**config.mk**
```make
export PLATFORM = sky130hd
export DESIGN_NAME = epsilon_greedy_action_select
export DESIGN_NICKNAME = d
export VERILOG_FILES = /design/src/rtl/egas_pkg.sv /design/src/rtl/epsilon_greedy_action_select.sv
export VERILOG_INCLUDE_DIRS = /design/src /design/src/rtl
export SDC_FILE = /design/constraint.sdc
export NUM_CORES = 1
export LEC_CHECK = 0
export ABC_AREA = 1
export BUFFER_PORTS_ARGS = -buffer_cell sky130_fd_sc_hd__buf_2
export CAP_MARGIN = 20
export CORE_MARGIN = 4
export CORE_UTILIZATION = 50
export DETAILED_ROUTE_END_ITERATION = 10
export PLACE_DENSITY = 0.67
export SYNTH_ARGS = -nofsm -noshare
export SYNTH_HDL_FRONTEND = slang
export SYNTH_SLANG_ARGS = --single-unit
```
**constraint.sdc**
```tcl
create_clock -name clk -period 7 [get_ports clk]
set_input_delay 1.4 -clock clk [delete_from_list [all_inputs] [get_ports clk]]
set_output_delay 1.4 -clock clk [all_outputs]
set_load 0.1 [all_outputs]
```
**src/rtl/epsilon_greedy_action_select_assert.svh**
```systemverilog
// Assertion macros for the epsilon-greedy action select block.
// Every macro samples on clk and is disabled while arst_n is low.
`ifndef EPSILON_GREEDY_ACTION_SELECT_ASSERT_SVH
`define EPSILON_GREEDY_ACTION_SELECT_ASSERT_SVH

// same-cycle implication
`define EGAS_ASSERT_IMP(lbl, ante, cons) \
	lbl: assert property (@(posedge clk) disable iff (!arst_n) (ante) |-> (cons)) \
		else $error("egas: same-cycle check failed");

// next-cycle implication
`define EGAS_ASSERT_NXT(lbl, ante, cons) \
	lbl: assert property (@(posedge clk) disable iff (!arst_n) (ante) |=> (cons)) \
		else $error("egas: next-cycle check failed");

`endif

```
**src/rtl/egas_pkg.sv**
```systemverilog
`timescale 1ns / 1ps
// ----------------------------------------------------------------------------
// egas_pkg
// Types and constants of the epsilon-greedy action select block.
// ----------------------------------------------------------------------------
package egas_pkg;

	localparam int ACTION_SLOTS = 64;
	localparam int POS_W       = $clog2(ACTION_SLOTS + 1);
	localparam int IDX_W       = $clog2(ACTION_SLOTS);
	localparam int CNT_W       = $clog2(ACTION_SLOTS + 1);

	localparam int Q_W      = 32;
	localparam int EPS_W    = 16;
	localparam int MARGIN_W = 17;
	localparam int DRAW_W   = 16;
	localparam int PROB_W   = 17;

	localparam int S_DATA_W = 72;
	localparam int M_DATA_W = 24;
	localparam int CFG_W    = 17;
	localparam int CFG_IDX_W = 1;

	// shared divider: 17-bit dividend, count-wide divisor
	localparam int DIV_W     = 17;
	localparam int DIV_STEPS = DIV_W;
	localparam int STEP_W    = $clog2(DIV_STEPS);

	localparam logic [CFG_IDX_W-1:0] REG_EPSILON    = 1'b0;
	localparam logic [CFG_IDX_W-1:0] REG_TIE_MARGIN = 1'b1;

	localparam logic [EPS_W-1:0]    EPSILON_RST    = 16'd6554;
	localparam logic [MARGIN_W-1:0] TIE_MARGIN_RST = 17'd1;
	localparam logic [PROB_W-1:0]   PROB_ONE       = 17'd65536;

	typedef enum logic [4:0] {
		ST_IDLE  = 5'b00001,
		ST_CHECK = 5'b00010,
		ST_DIV   = 5'b00100,
		ST_SCAN  = 5'b01000,
		ST_OUT   = 5'b10000
	} state_t;

	typedef enum logic [1:0] {
		OP_RANK   = 2'd0,
		OP_EXPL   = 2'd1,
		OP_GREEDY = 2'd2
	} div_op_t;

endpackage

```
**src/rtl/epsilon_greedy_action_select.sv**
```systemverilog
`timescale 1ns / 1ps
// ----------------------------------------------------------------------------
// epsilon_greedy_action_select
// Tracks best / allowed / tied actions over a set and picks one per set.
// ----------------------------------------------------------------------------
//  channel  | dir | beat contents
//  s_axis   | in  | one action per beat; tlast closes the set
//  m_axis   | out | one decision per set
//  cfg      | in  | epsilon (0), tie_margin (1); write-only
//
//  Non-last beats are taken one per cycle while idle; tready stays high in idle.
//  A last beat is followed by a check state, three passes of the shared
//  restoring divider (17 steps each), a one-bit-per-cycle rank scan of up
//  to 64 slots and an output state; with nothing allowed, only check and output.
//  The result sits in an output register; a stalled m_axis holds the block
//  in its final state, while no beat of the next set is taken.
//  Reset clears the set state and loads epsilon 6554, tie_margin 1.
// ----------------------------------------------------------------------------
module epsilon_greedy_action_select (
	input  logic                              clk,
	input  logic                              arst_n,
	input  logic                              s_axis_tvalid,
	output logic                              s_axis_tready,
	// q_value[31:0], explore_draw[47:32], pick_draw[63:48], query_action[69:64]
	input  logic [egas_pkg::S_DATA_W-1:0]     s_axis_tdata,
	// allowed
	input  logic                              s_axis_tuser,
	input  logic                              s_axis_tlast,
	output logic                              m_axis_tvalid,
	input  logic                              m_axis_tready,
	// chosen_action[5:0], explored[6], query_prob[23:7]
	output logic [egas_pkg::M_DATA_W-1:0]     m_axis_tdata,
	// no_choice
	output logic                              m_axis_tuser,
	input  logic                              cfg_we,
	input  logic [egas_pkg::CFG_IDX_W-1:0]    cfg_index,
	input  logic [egas_pkg::CFG_W-1:0]        cfg_data
);
	import egas_pkg::*;

	state_t                  state_q;
	div_op_t                 op_q;
	logic [EPS_W-1:0]        epsilon_q;
	logic [MARGIN_W-1:0]     tie_margin_q;

	logic signed [Q_W-1:0]   best_q;
	logic [ACTION_SLOTS-1:0] allowed_mask_q;
	logic [ACTION_SLOTS-1:0] tie_mask_q;
	logic [CNT_W-1:0]        allowed_cnt_q;
	logic [CNT_W-1:0]        tie_cnt_q;
	logic [POS_W-1:0]        pos_q;

	logic                    explore_q;
	logic [DRAW_W-1:0]       pick_q;
	logic [IDX_W-1:0]        query_q;

	logic [DIV_W-1:0]        dvd_q;
	logic [CNT_W-1:0]        dvs_q;
	logic [CNT_W-1:0]        rem_q;
	logic [STEP_W-1:0]       step_q;

	logic [IDX_W-1:0]        rank_q;
	logic [PROB_W-1:0]       prob_expl_q;
	logic [PROB_W-1:0]       prob_grd_q;
	logic [IDX_W-1:0]        scan_q;
	logic [IDX_W-1:0]        chosen_q;
	logic                    no_choice_q;

	logic                    out_valid_q;
	logic [M_DATA_W-1:0]     out_data_q;
	logic                    out_user_q;

	// input fields
	logic signed [Q_W-1:0]   in_q;
	logic [DRAW_W-1:0]       in_explore;
	logic [DRAW_W-1:0]       in_pick;
	logic [IDX_W-1:0]        in_query;
	logic                    s_beat;
	logic                    in_range;
	logic [IDX_W-1:0]        pos_idx;
	logic signed [Q_W:0]     diff;
	logic                    take_best;
	logic                    take_tie;

	assign in_q       = s_axis_tdata[Q_W-1:0];
	assign in_explore = s_axis_tdata[Q_W+DRAW_W-1:Q_W];
	assign in_pick    = s_axis_tdata[Q_W+2*DRAW_W-1:Q_W+DRAW_W];
	assign in_query   = s_axis_tdata[Q_W+2*DRAW_W+IDX_W-1:Q_W+2*DRAW_W];

	assign s_axis_tready = (state_q == ST_IDLE);
	assign s_beat        = s_axis_tvalid && s_axis_tready;
	assign in_range      = (pos_q < POS_W'(ACTION_SLOTS));
	assign pos_idx       = pos_q[IDX_W-1:0];

	// best - q, only looked at when q <= best
	assign diff      = {best_q[Q_W-1], best_q} - {in_q[Q_W-1], in_q};
	assign take_best = (allowed_cnt_q == '0) || (in_q > best_q);
	assign take_tie  = (diff[Q_W-1:0] < {{(Q_W-MARGIN_W){1'b0}}, tie_margin_q});

	// shared divider datapath
	logic [CNT_W:0]          rem_sh;
	logic                    div_ge;
	logic [CNT_W:0]          rem_sub;
	logic [CNT_W-1:0]        rem_nx;
	logic [DIV_W-1:0]        quot_nx;
	logic                    div_last;

	assign rem_sh   = {rem_q, dvd_q[DIV_W-1]};
	assign div_ge   = (rem_sh >= {1'b0, dvs_q});
	assign rem_sub  = rem_sh - {1'b0, dvs_q};
	assign rem_nx   = div_ge ? rem_sub[CNT_W-1:0] : rem_sh[CNT_W-1:0];
	assign quot_nx  = {dvd_q[DIV_W-2:0], div_ge};
	assign div_last = (step_q == STEP_W'(DIV_STEPS - 1));

	logic [ACTION_SLOTS-1:0] scan_mask;
	logic                    scan_hit;
	logic [PROB_W:0]         prob_sum;
	logic                    out_free;

	assign scan_mask = explore_q ? allowed_mask_q : tie_mask_q;
	assign scan_hit  = scan_mask[scan_q];
	assign prob_sum  = {1'b0, prob_expl_q} +
		(tie_mask_q[query_q] ? {1'b0, prob_grd_q} : '0);
	assign out_free  = !out_valid_q || m_axis_tready;

	// configuration
	always_ff @(posedge clk or negedge arst_n) begin
		if (!arst_n) begin
			epsilon_q    <= EPSILON_RST;
			tie_margin_q <= TIE_MARGIN_RST;
		end else if (cfg_we) begin
			case (cfg_index)
				REG_EPSILON:    epsilon_q    <= cfg_data[EPS_W-1:0];
				REG_TIE_MARGIN: tie_margin_q <= cfg_data[MARGIN_W-1:0];
				default: ;
			endcase
		end
	end

	// set state and sequencer
	always_ff @(posedge clk or negedge arst_n) begin
		if (!arst_n) begin
			state_q        <= ST_IDLE;
			op_q           <= OP_RANK;
			best_q         <= {1'b1, {(Q_W-1){1'b0}}};
			allowed_mask_q <= '0;
			tie_mask_q     <= '0;
			allowed_cnt_q  <= '0;
			tie_cnt_q      <= '0;
			pos_q          <= '0;
			step_q         <= '0;
			scan_q         <= '0;
			no_choice_q    <= 1'b0;
			out_valid_q    <= 1'b0;
		end else begin
			if (state_q == ST_OUT && out_free)
				out_valid_q <= 1'b1;
			else if (m_axis_tready)
				out_valid_q <= 1'b0;

			case (state_q)
				ST_IDLE: begin
					if (s_beat) begin
						if (in_range) begin
							if (s_axis_tuser) begin
								allowed_mask_q[pos_idx] <= 1'b1;
								if (take_best) begin
									best_q     <= in_q;
									tie_mask_q <= ACTION_SLOTS'(1) << pos_idx;
									tie_cnt_q  <= CNT_W'(1);
								end else if (take_tie) begin
									tie_mask_q[pos_idx] <= 1'b1;
									tie_cnt_q           <= tie_cnt_q + 1'b1;
								end
								allowed_cnt_q <= allowed_cnt_q + 1'b1;
							end
							pos_q <= pos_q + 1'b1;
						end
						if (s_axis_tlast)
							state_q <= ST_CHECK;
					end
				end
				ST_CHECK: begin
					step_q <= '0;
					op_q   <= OP_RANK;
					if (allowed_cnt_q == '0) begin
						no_choice_q <= 1'b1;
						state_q     <= ST_OUT;
					end else begin
						no_choice_q <= 1'b0;
						state_q     <= ST_DIV;
					end
				end
				ST_DIV: begin
					step_q <= div_last ? '0 : step_q + 1'b1;
					if (div_last) begin
						case (op_q)
							OP_RANK:   op_q <= OP_EXPL;
							OP_EXPL:   op_q <= OP_GREEDY;
							OP_GREEDY: begin
								scan_q  <= '0;
								state_q <= ST_SCAN;
							end
							default:   op_q <= OP_RANK;
						endcase
					end
				end
				ST_SCAN: begin
					scan_q <= scan_q + 1'b1;
					if ((scan_hit && rank_q == '0) || scan_q == IDX_W'(ACTION_SLOTS - 1))
						state_q <= ST_OUT;
				end
				ST_OUT: begin
					if (out_free) begin
						best_q         <= {1'b1, {(Q_W-1){1'b0}}};
						allowed_mask_q <= '0;
						tie_mask_q     <= '0;
						allowed_cnt_q  <= '0;
						tie_cnt_q      <= '0;
						pos_q          <= '0;
						state_q        <= ST_IDLE;
					end
				end
				default: state_q <= ST_IDLE;
			endcase
		end
	end

	// payload registers
	always_ff @(posedge clk) begin
		case (state_q)
			ST_IDLE: begin
				if (s_beat && s_axis_tlast) begin
					explore_q <= (in_explore < epsilon_q);
					pick_q    <= in_pick;
					query_q   <= in_query;
				end
			end
			ST_CHECK: begin
				// first pass: pick_draw mod candidate count
				dvd_q <= {1'b0, pick_q};
				dvs_q <= explore_q ? allowed_cnt_q : tie_cnt_q;
				rem_q <= '0;
			end
			ST_DIV: begin
				if (div_last) begin
					case (op_q)
						OP_RANK: begin
							rank_q <= rem_nx[IDX_W-1:0];
							dvd_q  <= {1'b0, epsilon_q};
							dvs_q  <= allowed_cnt_q;
						end
						OP_EXPL: begin
							prob_expl_q <= quot_nx;
							dvd_q       <= PROB_ONE - {1'b0, epsilon_q};
							dvs_q       <= tie_cnt_q;
						end
						OP_GREEDY: prob_grd_q <= quot_nx;
						default: ;
					endcase
					rem_q <= '0;
				end else begin
					dvd_q <= quot_nx;
					rem_q <= rem_nx;
				end
			end
			ST_SCAN: begin
				if (scan_hit) begin
					if (rank_q == '0)
						chosen_q <= scan_q;
					else
						rank_q <= rank_q - 1'b1;
				end
			end
			ST_OUT: begin
				if (out_free) begin
					if (no_choice_q)
						out_data_q <= '0;
					else
						out_data_q <= {prob_sum[PROB_W-1:0], explore_q, chosen_q};
					out_user_q <= no_choice_q;
				end
			end
			default: ;
		endcase
	end

	assign m_axis_tvalid = out_valid_q;
	assign m_axis_tdata  = out_data_q;
	assign m_axis_tuser  = out_user_q;

`include "epsilon_greedy_action_select_assert.svh"

	`EGAS_ASSERT_IMP(a_tie_le_allowed, 1'b1, tie_cnt_q <= allowed_cnt_q)
	`EGAS_ASSERT_IMP(a_tie_cnt_match, 1'b1, $countones(tie_mask_q) == int'(tie_cnt_q))
	`EGAS_ASSERT_IMP(a_allow_cnt_match, 1'b1, $countones(allowed_mask_q) == int'(allowed_cnt_q))
	`EGAS_ASSERT_IMP(a_div_nonzero, state_q == ST_DIV, dvs_q != '0)
	`EGAS_ASSERT_NXT(a_out_clears_set, state_q == ST_OUT && out_free, allowed_cnt_q == '0 && pos_q == '0)

endmodule

```
# Word level (Yosys, flattened, before mapping)
# Index checks and enable logic that the tools add are counted.
# totals
regBits	359
in_bits	97
out_inout_bits	27
word_cells	180
# classes
n_addsub	10
magnitude_cmp	9
n_eq_ne	25
shifts	1
mux	73
bitwise_logic	3
reduce_logical	33
# op_table
op	n
2-to-1 mux 64 bit	10
one-hot mux 64 bit (2 select lines)	2
2-to-1 mux 32 bit	5
OR 64 bit	2
2-to-1 mux 7 bit	15
one-hot mux 7 bit (2 select lines)	6
one-hot mux 17 bit (2 select lines)	2
one-hot mux 32 bit (2 select lines)	1
<< shifter 1 x 6 -> 64 bit (first input constant)	1
2-to-1 mux 5 bit	8
2-to-1 mux 6 bit	6
2-to-1 mux 17 bit	2
greater-than comparator 32 bit	1
< comparator 32 x 17 -> 1 bit	1
subtractor 32 bit	1
one-hot mux 5 bit (5 select lines)	1
one-hot mux 6 bit (2 select lines)	2
adder 7 x 1 -> 7 bit (second input constant)	3
< comparator 6 x 7 -> 1 bit (second input constant)	3
AND reduction 3 bit	6
AND reduction 6 bit	3
adder 17 bit	1
subtractor 17 x 16 -> 17 bit (first input constant)	1
< comparator 16 bit	1
37 further kinds	70

# Longest topological paths before layout
# Gate-level depths: netlist of run 1.
# logic_depth
ltp_word	11
mapped_depth	29
depth_no_buf	27

# Least setup slack after synthesis of run 1
# Ideal clock, no wire load.
# synth_timing
kind	input port to flip-flop
from	input s_axis_tdata[2] in the netlist's numbering
to	register tie_mask_q[15]
setup_ps	65
arrival_time_ps	3874
required_time_ps	6935
path_slack_ps	3060
stages	23
path_buffers	2
cell_sequence	inv_1 ha_1 buf_2 a21oi_1 nand2_1 nand2_1 nand2_1 nand2_1 nand2_1 xor2_1 ha_1 a21oi_1 o21ai_0 nand3_1 a21oi_1 a211oi_1 nand2_1 nand2_1 nand3_2 nand2_4 buf_6 nand2_1 nand2_1
# synth_via
elab_chain_cells	7
word_cells_on_any_way	11
classes_between	add/sub: 1; order compare: 2; eq/ne: 1; mux: 5; reduce/logical: 2
# synth_rtl
element	line_no	rtl
start: declaration	epsilon_greedy_action_select.sv:25	input logic [egas_pkg::S_DATA_W-1:0] s_axis_tdata,
parallel branches: the longest is 7 deep, another holds subtractor 32 bit	-	
end signal: assignment	epsilon_greedy_action_select.sv:169	tie_mask_q <= ACTION_SLOTS'(1) << pos_idx;
end: declaration	epsilon_greedy_action_select.sv:48	logic [ACTION_SLOTS-1:0] tie_mask_q;
# Several ways; the timed one is not identified. The select of a mux whose other input is x is not followed.
# A chain may end at the register's enable or synchronous reset.

# Final worst setup path of run 1
# layout_timing
from	register query_q[1]
to	register out_data_q[19] (netlist: m_axis_tdata[19]) (data pin)
# layout_via
elab_chain_cells	4
# layout_rtl
element	line_no	rtl
start: declaration	epsilon_greedy_action_select.sv:55	logic [IDX_W-1:0] query_q;
start signal: assignment	epsilon_greedy_action_select.sv:236	query_q <= in_query;
binary-select mux 1 bit (select 6 bit)	epsilon_greedy_action_select.sv:123	(tie_mask_q[query_q] ? {1'b0, prob_grd_q} : '0);
2-to-1 mux 1 bit (not written as such)	epsilon_greedy_action_select.sv:123	
2-to-1 mux 17 bit	epsilon_greedy_action_select.sv:123	
adder 17 bit	epsilon_greedy_action_select.sv:122	assign prob_sum = {1'b0, prob_expl_q} +
end signal: assignment	epsilon_greedy_action_select.sv:280	out_data_q <= {prob_sum[PROB_W-1:0], explore_q, chosen_q};
end: declaration	epsilon_greedy_action_select.sv:70	logic [M_DATA_W-1:0] out_data_q;
# Every way passes these cells. The select of a mux whose other input is x is not followed.

==> results of run 1 <==
logic make-up (layout without fill, tap and decap cells):
logic type | after synthesis | count (layout) | synth area share
AOI/OAI and AO/OA | 576 | 576 | 0.140
xor gates and xnor gates | 43 | 43 | 0.0167
adders and majority gates | 103 | 103 | 0.0582
buffers and inverters | 541 | 628 | 0.0956
DFF | 359 | 359 | 0.427
muxes | 1 | 1 | 0.000444
and+or+nand+nor | 1464 | 1464 | 0.262
worst max-delay path, delay by kind of cell (launching register included):
kind            cells  cell delay [ns]
fa+ha+maj           2             0.54
buf+inv             4             1.20
flops               1             0.77
compound gates      6             1.35
simple gates       14             1.33
flip-flops by register name (all words and copies together), names as in the netlist, 16 cells and up:
name and cells:
allowed_mask_q 64, tie_mask_q 64, best_q 32, m_axis_tdata 24
dvd_q 17, prob_expl_q 17, prob_grd_q 17, tie_margin_q 17
epsilon_q 16, pick_q 16
synthesized netlist by cell type, drive strengths merged (10+ instances only):
master	n	area, um^2
o211ai	37	278
nand4	16	100
dfstp	10	263
clkbuf	73	274
o22ai	20	125
o21ai	220	1100
nor3	21	120
dfrtp	224	5610
a21oi	239	1200
nand2	894	3360
inv	403	1510
xor2	37	324
ha	100	1250
nor2	321	1210
nand3	195	996
edfxtp	125	3750
buf	56	335
o31ai	31	233
power by group through the flow:
stage | sequential [mW] | clock [mW] | combinational, mW
finish | 2.39 | 2.02 | 0.661
floorplan | 2.40 | 0 | 0.470
global route | 2.40 | 2.15 | 0.769
global placement | 2.42 | 0 | 0.633
detailed placement | 2.43 | 0 | 0.656
CTS | 2.39 | 2.06 | 0.661
path summary, 6_finish.rpt:
| check | cells past startpoint | from | slack, ns | to |
|---|---|---|---|---|
| hold reg to reg | 2 | best_q[24] | 0.48 | best_q[24] |
| setup reg to reg | 26 | query_q[1] | 1.56 | m_axis_tdata[19] |
| min in group asynchronous | 1 | arst_n | 0.91 | allowed_mask_q[43] |
| setup / recovery | 26 | query_q[1] | 1.56 | m_axis_tdata[19] |
| max in group asynchronous | 2 | arst_n | 4.83 | epsilon_q[10] |
| hold / removal | 2 | best_q[24] | 0.48 | best_q[24] |
routing by layer:
layer / part of all wire / vias to the layer above / track usage
met3: 0.082 / 132 / 0.0538
li1: - / 10100 / -
met4: 0.028 / 4 / 0.0846
met2: 0.46 / 795 / 0.420
met5: 0.00042 / - / 0
met1: 0.43 / 9581 / 0.357
layout by cell type (no fill, tap or decap), types with 10 or more instances in the layout:
| cell | n |
|---|---|
| nand4_1 | 16 |
| buf_2 | 120 |
| dfstp_2 | 10 |
| nor2_1 | 316 |
| xor2_1 | 37 |
| inv_1 | 397 |
| nand3_1 | 191 |
| buf_4 | 19 |
| edfxtp_1 | 125 |
| o22ai_1 | 20 |
| nor3_1 | 18 |
| ha_1 | 100 |
| dfrtp_1 | 223 |
| clkinv_1 | 14 |
| clkbuf_16 | 41 |
| o21ai_0 | 219 |
| clkbuf_1 | 11 |
| a21oi_1 | 238 |
| nand2_1 | 893 |
| o31ai_1 | 31 |
| o211ai_1 | 37 |
cell type report:
type | instances | area [um^2] | area share
Multi-Input combinational cell | 2187 | 10800 | 0.436
Sequential cell | 359 | 9620 | 0.389
Inverter | 412 | 1550 | 0.0625
Clock buffer | 57 | 1140 | 0.0459
Timing Repair Buffer | 143 | 810 | 0.0327
Tap cell | 592 | 741 | 0.0299
Clock inverter | 16 | 106 | 0.00430
==> flow_metrics.py, run 1 <==
metrics = {
    "outcome": {
        "status": "finished, final reports clean",
    },
    "floorplan": {
        "rows": 77,
        "die_h_um": 220,
        "core_area_um2": 44400,
        "io_pins": 124,
        "die_area_um2": 48600,
        "start_util": 0.508,
        "die_w_um": 220,
    },
    "sta": {
        "tightest_slew_ns": 1.13,
        "setup_viol": 0,
        "period_needed_ns": 5.44,
        "final.setup_skew_ns": 0.0156,
        "fmax_mhz": 184,
        "final.setup.tns_ns": 0,
        "setup_slack_ns": 1.56,
        "period_share": 0.778,
        "rsz0062_at_grt": "no",
        "fin_hold_ws_ns": 0.483,
        "hold_viol_final": 0,
        "maxSlewViolCount": 0,
        "max_slew_margin": 0.250,
    },
    "layout": {
        "n_antenna_cell": 0,
        "fin_nets": 3343,
        "utilization": 0.557,
        "layoutNonFillerInstCount": 3766,
        "finish.instance_area_um2": 24800,
        "area_growth_syn_to_layout_pct": 9.78,
        "drive_gt1_frac": 0.0734,
        "fillers": 4233,
    },
    "clocking": {
        "post_cts_resized": 0,
        "hold_buffers": 0,
        "clock_path_buffers": 3,
        "clk-insertion-delay-late_ns": 0.56,
        "htree_levels": 2,
        "clock-sinks": 359,
        "cts-root-buf": "clkbuf_16",
        "numCtsBuffers": 40,
        "cts.clk_slew.worst_paths_ns": 0.06,
        "cts_setup_buffers": 0,
        "cts_tree": "built",
    },
    "global_routing": {
        "grt_overflow": 0,
        "antenna_found_initial": 2,
        "grtUsageTotal": 0.262,
        "grt_pass1_wl_um": 102000,
        "grt_max_degree": 132,
        "grt_pass1_vias": 19700,
    },
    "setup_path": {
        "cpMaxStageDelayCell": "edfxtp_1",
        "critPathMaxStageDelay_ns": 0.77,
        "crit_required_ns": 7.31,
        "crit_fanout": 18,
        "startpoint_type": "register",
        "crit_path_frequent_cell": "nand2_1",
        "end_kind": "register",
        "arrival_ns": 5.75,
        "crit_type": "reg2reg",
    },
    "power": {
        "p_sw_frac": 0.263,
        "vdd_drop_max_mv": 0.171,
        "pwr-share-comb": 0.130,
        "leakagePower_nw": 12.2,
        "p_int_mw": 3.74,
        "powerDensity_nw_per_um2": 205,
        "p_switching_mw": 1.33,
        "total_power_mw": 5.07,
        "clkPwrFrac": 0.399,
        "sequentialPowerShare": 0.471,
    },
    "synthesis": {
        "syn_avg_cell_area_um2": 7.30,
        "yosys_warnings": 0,
        "netlist_instances": 3087,
        "ys_seq_area_frac": 0.427,
        "synth_edf_count": 125,
        "syn_nets": 3287,
        "synth_seq_cells": 359,
        "synth_area_um2": 22500,
        "async_flop_share": 0.652,
        "synth_cell_types": 50,
        "synth_flop_cell": "dfrtp_1",
    },
    "drt": {
        "drt-initial-drc-count": 2083,
        "drc": 0,
        "vias": 20600,
        "wl_per_cell_um": 16.9,
        "wirelength_um": 63600,
        "vias_per_cell": 5.48,
        "firstDrtPassIters": 7,
        "ant_nets": 0,
    },
    "placed_design": {
        "place_area_um2": 23500,
        "io_buffer_count": 121,
        "gp_congestion": 0.910,
        "place_hpwl_um": 43400,
        "preCtsSetupSlack_ns": 1.53,
        "dp.cells": 3690,
    },
    "run": {
        "drv.max_cap_violation_count": 0,
    },
    "min_path": {
        "hold_class": "reg2reg",
    },
}
(Power assumes the default switching activity.)
==> run 2, diff against run 1 <==
- ABC_AREA: 1 -> 0
- PLACE_DENSITY: 0.67 -> 0.68
- clock period: 7 -> 5.5 ns (I/O delays scaled with it)
==> flow_metrics.py, run 2 <==
metrics = {
    "floorplan": {
        "rows": 74,
        "die_w_um": 211,
        "die_area_um2": 44600,
        "core_area_um2": 40800,
        "io_pins": 124,
        "die_h_um": 211,
        "start_util": 0.506,
    },
    "power": {
        "powerDensity_nw_per_um2": 433,
        "pwr-share-comb": 0.390,
        "leakagePower_nw": 10.2,
        "clkPwrFrac": 0.267,
        "vdd_drop_max_mv": 0.200,
        "sequentialPowerShare": 0.344,
        "p_switching_mw": 3.92,
        "p_sw_frac": 0.390,
        "p_int_mw": 6.14,
    },
    "run": {
        "drv.max_cap_violation_count": 0,
    },
    "sta": {
        "fin_hold_ws_ns": 0.475,
        "setup_viol": 0,
        "max_slew_margin": 0.298,
        "tightest_slew_ns": 1.05,
        "period_share": 0.923,
        "maxSlewViolCount": 0,
        "period_needed_ns": 5.08,
        "fmax_mhz": 197,
        "rsz0062_at_grt": "no",
        "final.setup_skew_ns": 0.0310,
        "final.setup.tns_ns": 0,
        "hold_viol_final": 0,
    },
    "outcome": {
        "status": "finished, final reports clean",
    },
    "synthesis": {
        "synth_seq_cells": 359,
        "syn_nets": 2171,
        "ys_seq_area_frac": 0.466,
        "synth_edf_count": 125,
        "synth_flop_cell": "dfrtp_1",
        "netlist_instances": 1971,
        "synth_most_common_cell": "dfrtp_1",
        "async_flop_share": 0.652,
        "synth_common_cells": "224 x dfrtp_1, 200 x a21oi_1, 172 x nor2_1",
        "synth_area_um2": 20600,
        "synth_area_leaders": "dfrtp_1 27%, edfxtp_1 18%, mux4_2 6.8%, ha_1 6.1%, a21oi_1 4.8%",
        "synth_cell_types": 77,
        "syn_avg_cell_area_um2": 10.5,
        "yosys_warnings": 0,
        "yosysTopAreaCell": "dfrtp_1",
        "synth_top_area_frac": 0.271,
    },
    "placed_design": {
        "place_hpwl_um": 37000,
        "gp_congestion": 0.886,
        "io_buffer_count": 121,
        "place_area_um2": 21900,
        "dp.cells": 2553,
    },
    "layout": {
        "area_growth_syn_to_layout_pct": 12.5,
        "drive_gt1_frac": 0.191,
        "finish.instance_area_um2": 23200,
        "n_antenna_cell": 0,
        "final_common_cell": "dfrtp_1",
        "layoutNonFillerInstCount": 2626,
        "fin_nets": 2266,
        "reg_top3": "allowed_mask_q x64, tie_mask_q x64, best_q x32",
        "utilization": 0.569,
        "final_cell_mix": "223 x dfrtp_1, 200 x a21oi_1, 170 x nor2_1",
    },
    "clocking": {
        "clock_path_buffers": 3,
        "cts_setup_buffers": 0,
        "cts_tree": "built",
        "cts.clk_slew.worst_paths_ns": 0.06,
        "hold_buffers": 0,
        "clk-insertion-delay-late_ns": 0.57,
        "cts-root-buf": "clkbuf_16",
        "numCtsBuffers": 41,
        "post_cts_resized": 0,
        "htree_levels": 2,
        "clock-sinks": 359,
    },
    "global_routing": {
        "grt_pass1_vias": 15700,
        "grt_max_degree": 115,
        "grt_pass1_wl_um": 84400,
        "grt_overflow": 0,
        "grtUsageTotal": 0.234,
        "antenna_found_initial": 0,
    },
    "drt": {
        "wirelength_um": 52700,
        "firstDrtPassIters": 6,
        "drc": 0,
        "wl_per_cell_um": 20.1,
        "drt-initial-drc-count": 1698,
        "vias": 15900,
        "ant_nets": 0,
        "vias_per_cell": 6.05,
    },
    "setup_path": {
        "crit_type": "reg2reg",
        "critPathMaxStageDelay_ns": 0.68,
        "cpMaxStageDelayCell": "mux4_2",
        "crit_path_frequent_cell": "mux4_2",
        "end_kind": "register",
        "startpoint_type": "register",
        "crit_required_ns": 5.88,
        "path_cells": "buf_12 > mux4_2 > mux4_2 > mux4_2 > nand2_1 > inv_1 > ha_1 > a21o_1 > a21oi_1 > o21bai_1 > a211o_1 > nand3_1 > a31oi_1 > and4_1 > o31a_1 > o21a_1 > nor3_1",
        "crit_fanout": 17,
        "arrival_ns": 5.46,
    },
    "min_path": {
        "hold_class": "reg2reg",
    },
}
==> run 2: layout make-up <==
cell class              count  area (um^2)
clock buffers              54         1140
clock inverters            17          175
fillers                  3439        17600
inverters                 109          409
multi-input cells        1392        10200
flip-flops and latches    359         9620
well taps                 532          666
repair buffers            163         1020
==> run 2: metrics by stage <==
stage               setup WS [ns]  power (mW)
finish                      0.424        10.1
detailed placement         0.0309        7.37
floorplan                   0.248        6.27
global placement           0.0997        7.26
CTS                         0.430        10.1
global route                0.197        10.7
==> run 2: power groups by stage <==
stage          Combinational (mW)  Clock, mW  Sequential [mW]
2_1_floorplan                2.66          0             3.61
3_3_place_gp                 3.78          0             3.48
3_5_place_dp                 3.87          0             3.50
4_1_cts                      3.89       2.75             3.46
5_1_grt                      4.30       2.85             3.50
6_report                     3.92       2.69             3.46
==> run 2: per-layer routing <==
metal | track usage | part of all wire | vias up
li1 | - | - | 7398
met1 | 0.331 | 0.43 | 7733
met2 | 0.369 | 0.46 | 640
met3 | 0.0398 | 0.075 | 111
met4 | 0.0836 | 0.033 | 0
met5 | 0 | 0 | -
==> run 2: cells by family after synthesis <==
kind of cell | share of synthesized area
buf+inv | 0.0425
mux | 0.121
simple gates | 0.127
compound gates | 0.153
fa+ha+maj | 0.0635
flops | 0.466
xor+xnor | 0.0267
==> run 2: worst paths after layout <==
path                       slack [ns]  startpoint  depth (start not counted)            endpoint
max in group asynchronous        3.73      arst_n                          2        epsilon_q[5]
min in group asynchronous        0.60      arst_n                          1  allowed_mask_q[32]
min reg2reg                      0.48   dvd_q[15]                          0     prob_expl_q[16]
min                              0.48   dvd_q[15]                          0     prob_expl_q[16]
max reg2reg                      0.42  query_q[0]                         17    m_axis_tdata[22]
max                              0.42  query_q[0]                         17    m_axis_tdata[22]
==> run 2: critical path: cells and delay by family, from the launching register on <==
| kind | cells | cell delay [ns] |
|---|---|---|
| simple gates | 4 | 0.70 |
| fa+ha+maj | 1 | 0.27 |
| buf+inv | 2 | 0.28 |
| flops | 1 | 0.37 |
| compound gates | 7 | 1.44 |
| mux | 3 | 1.80 |
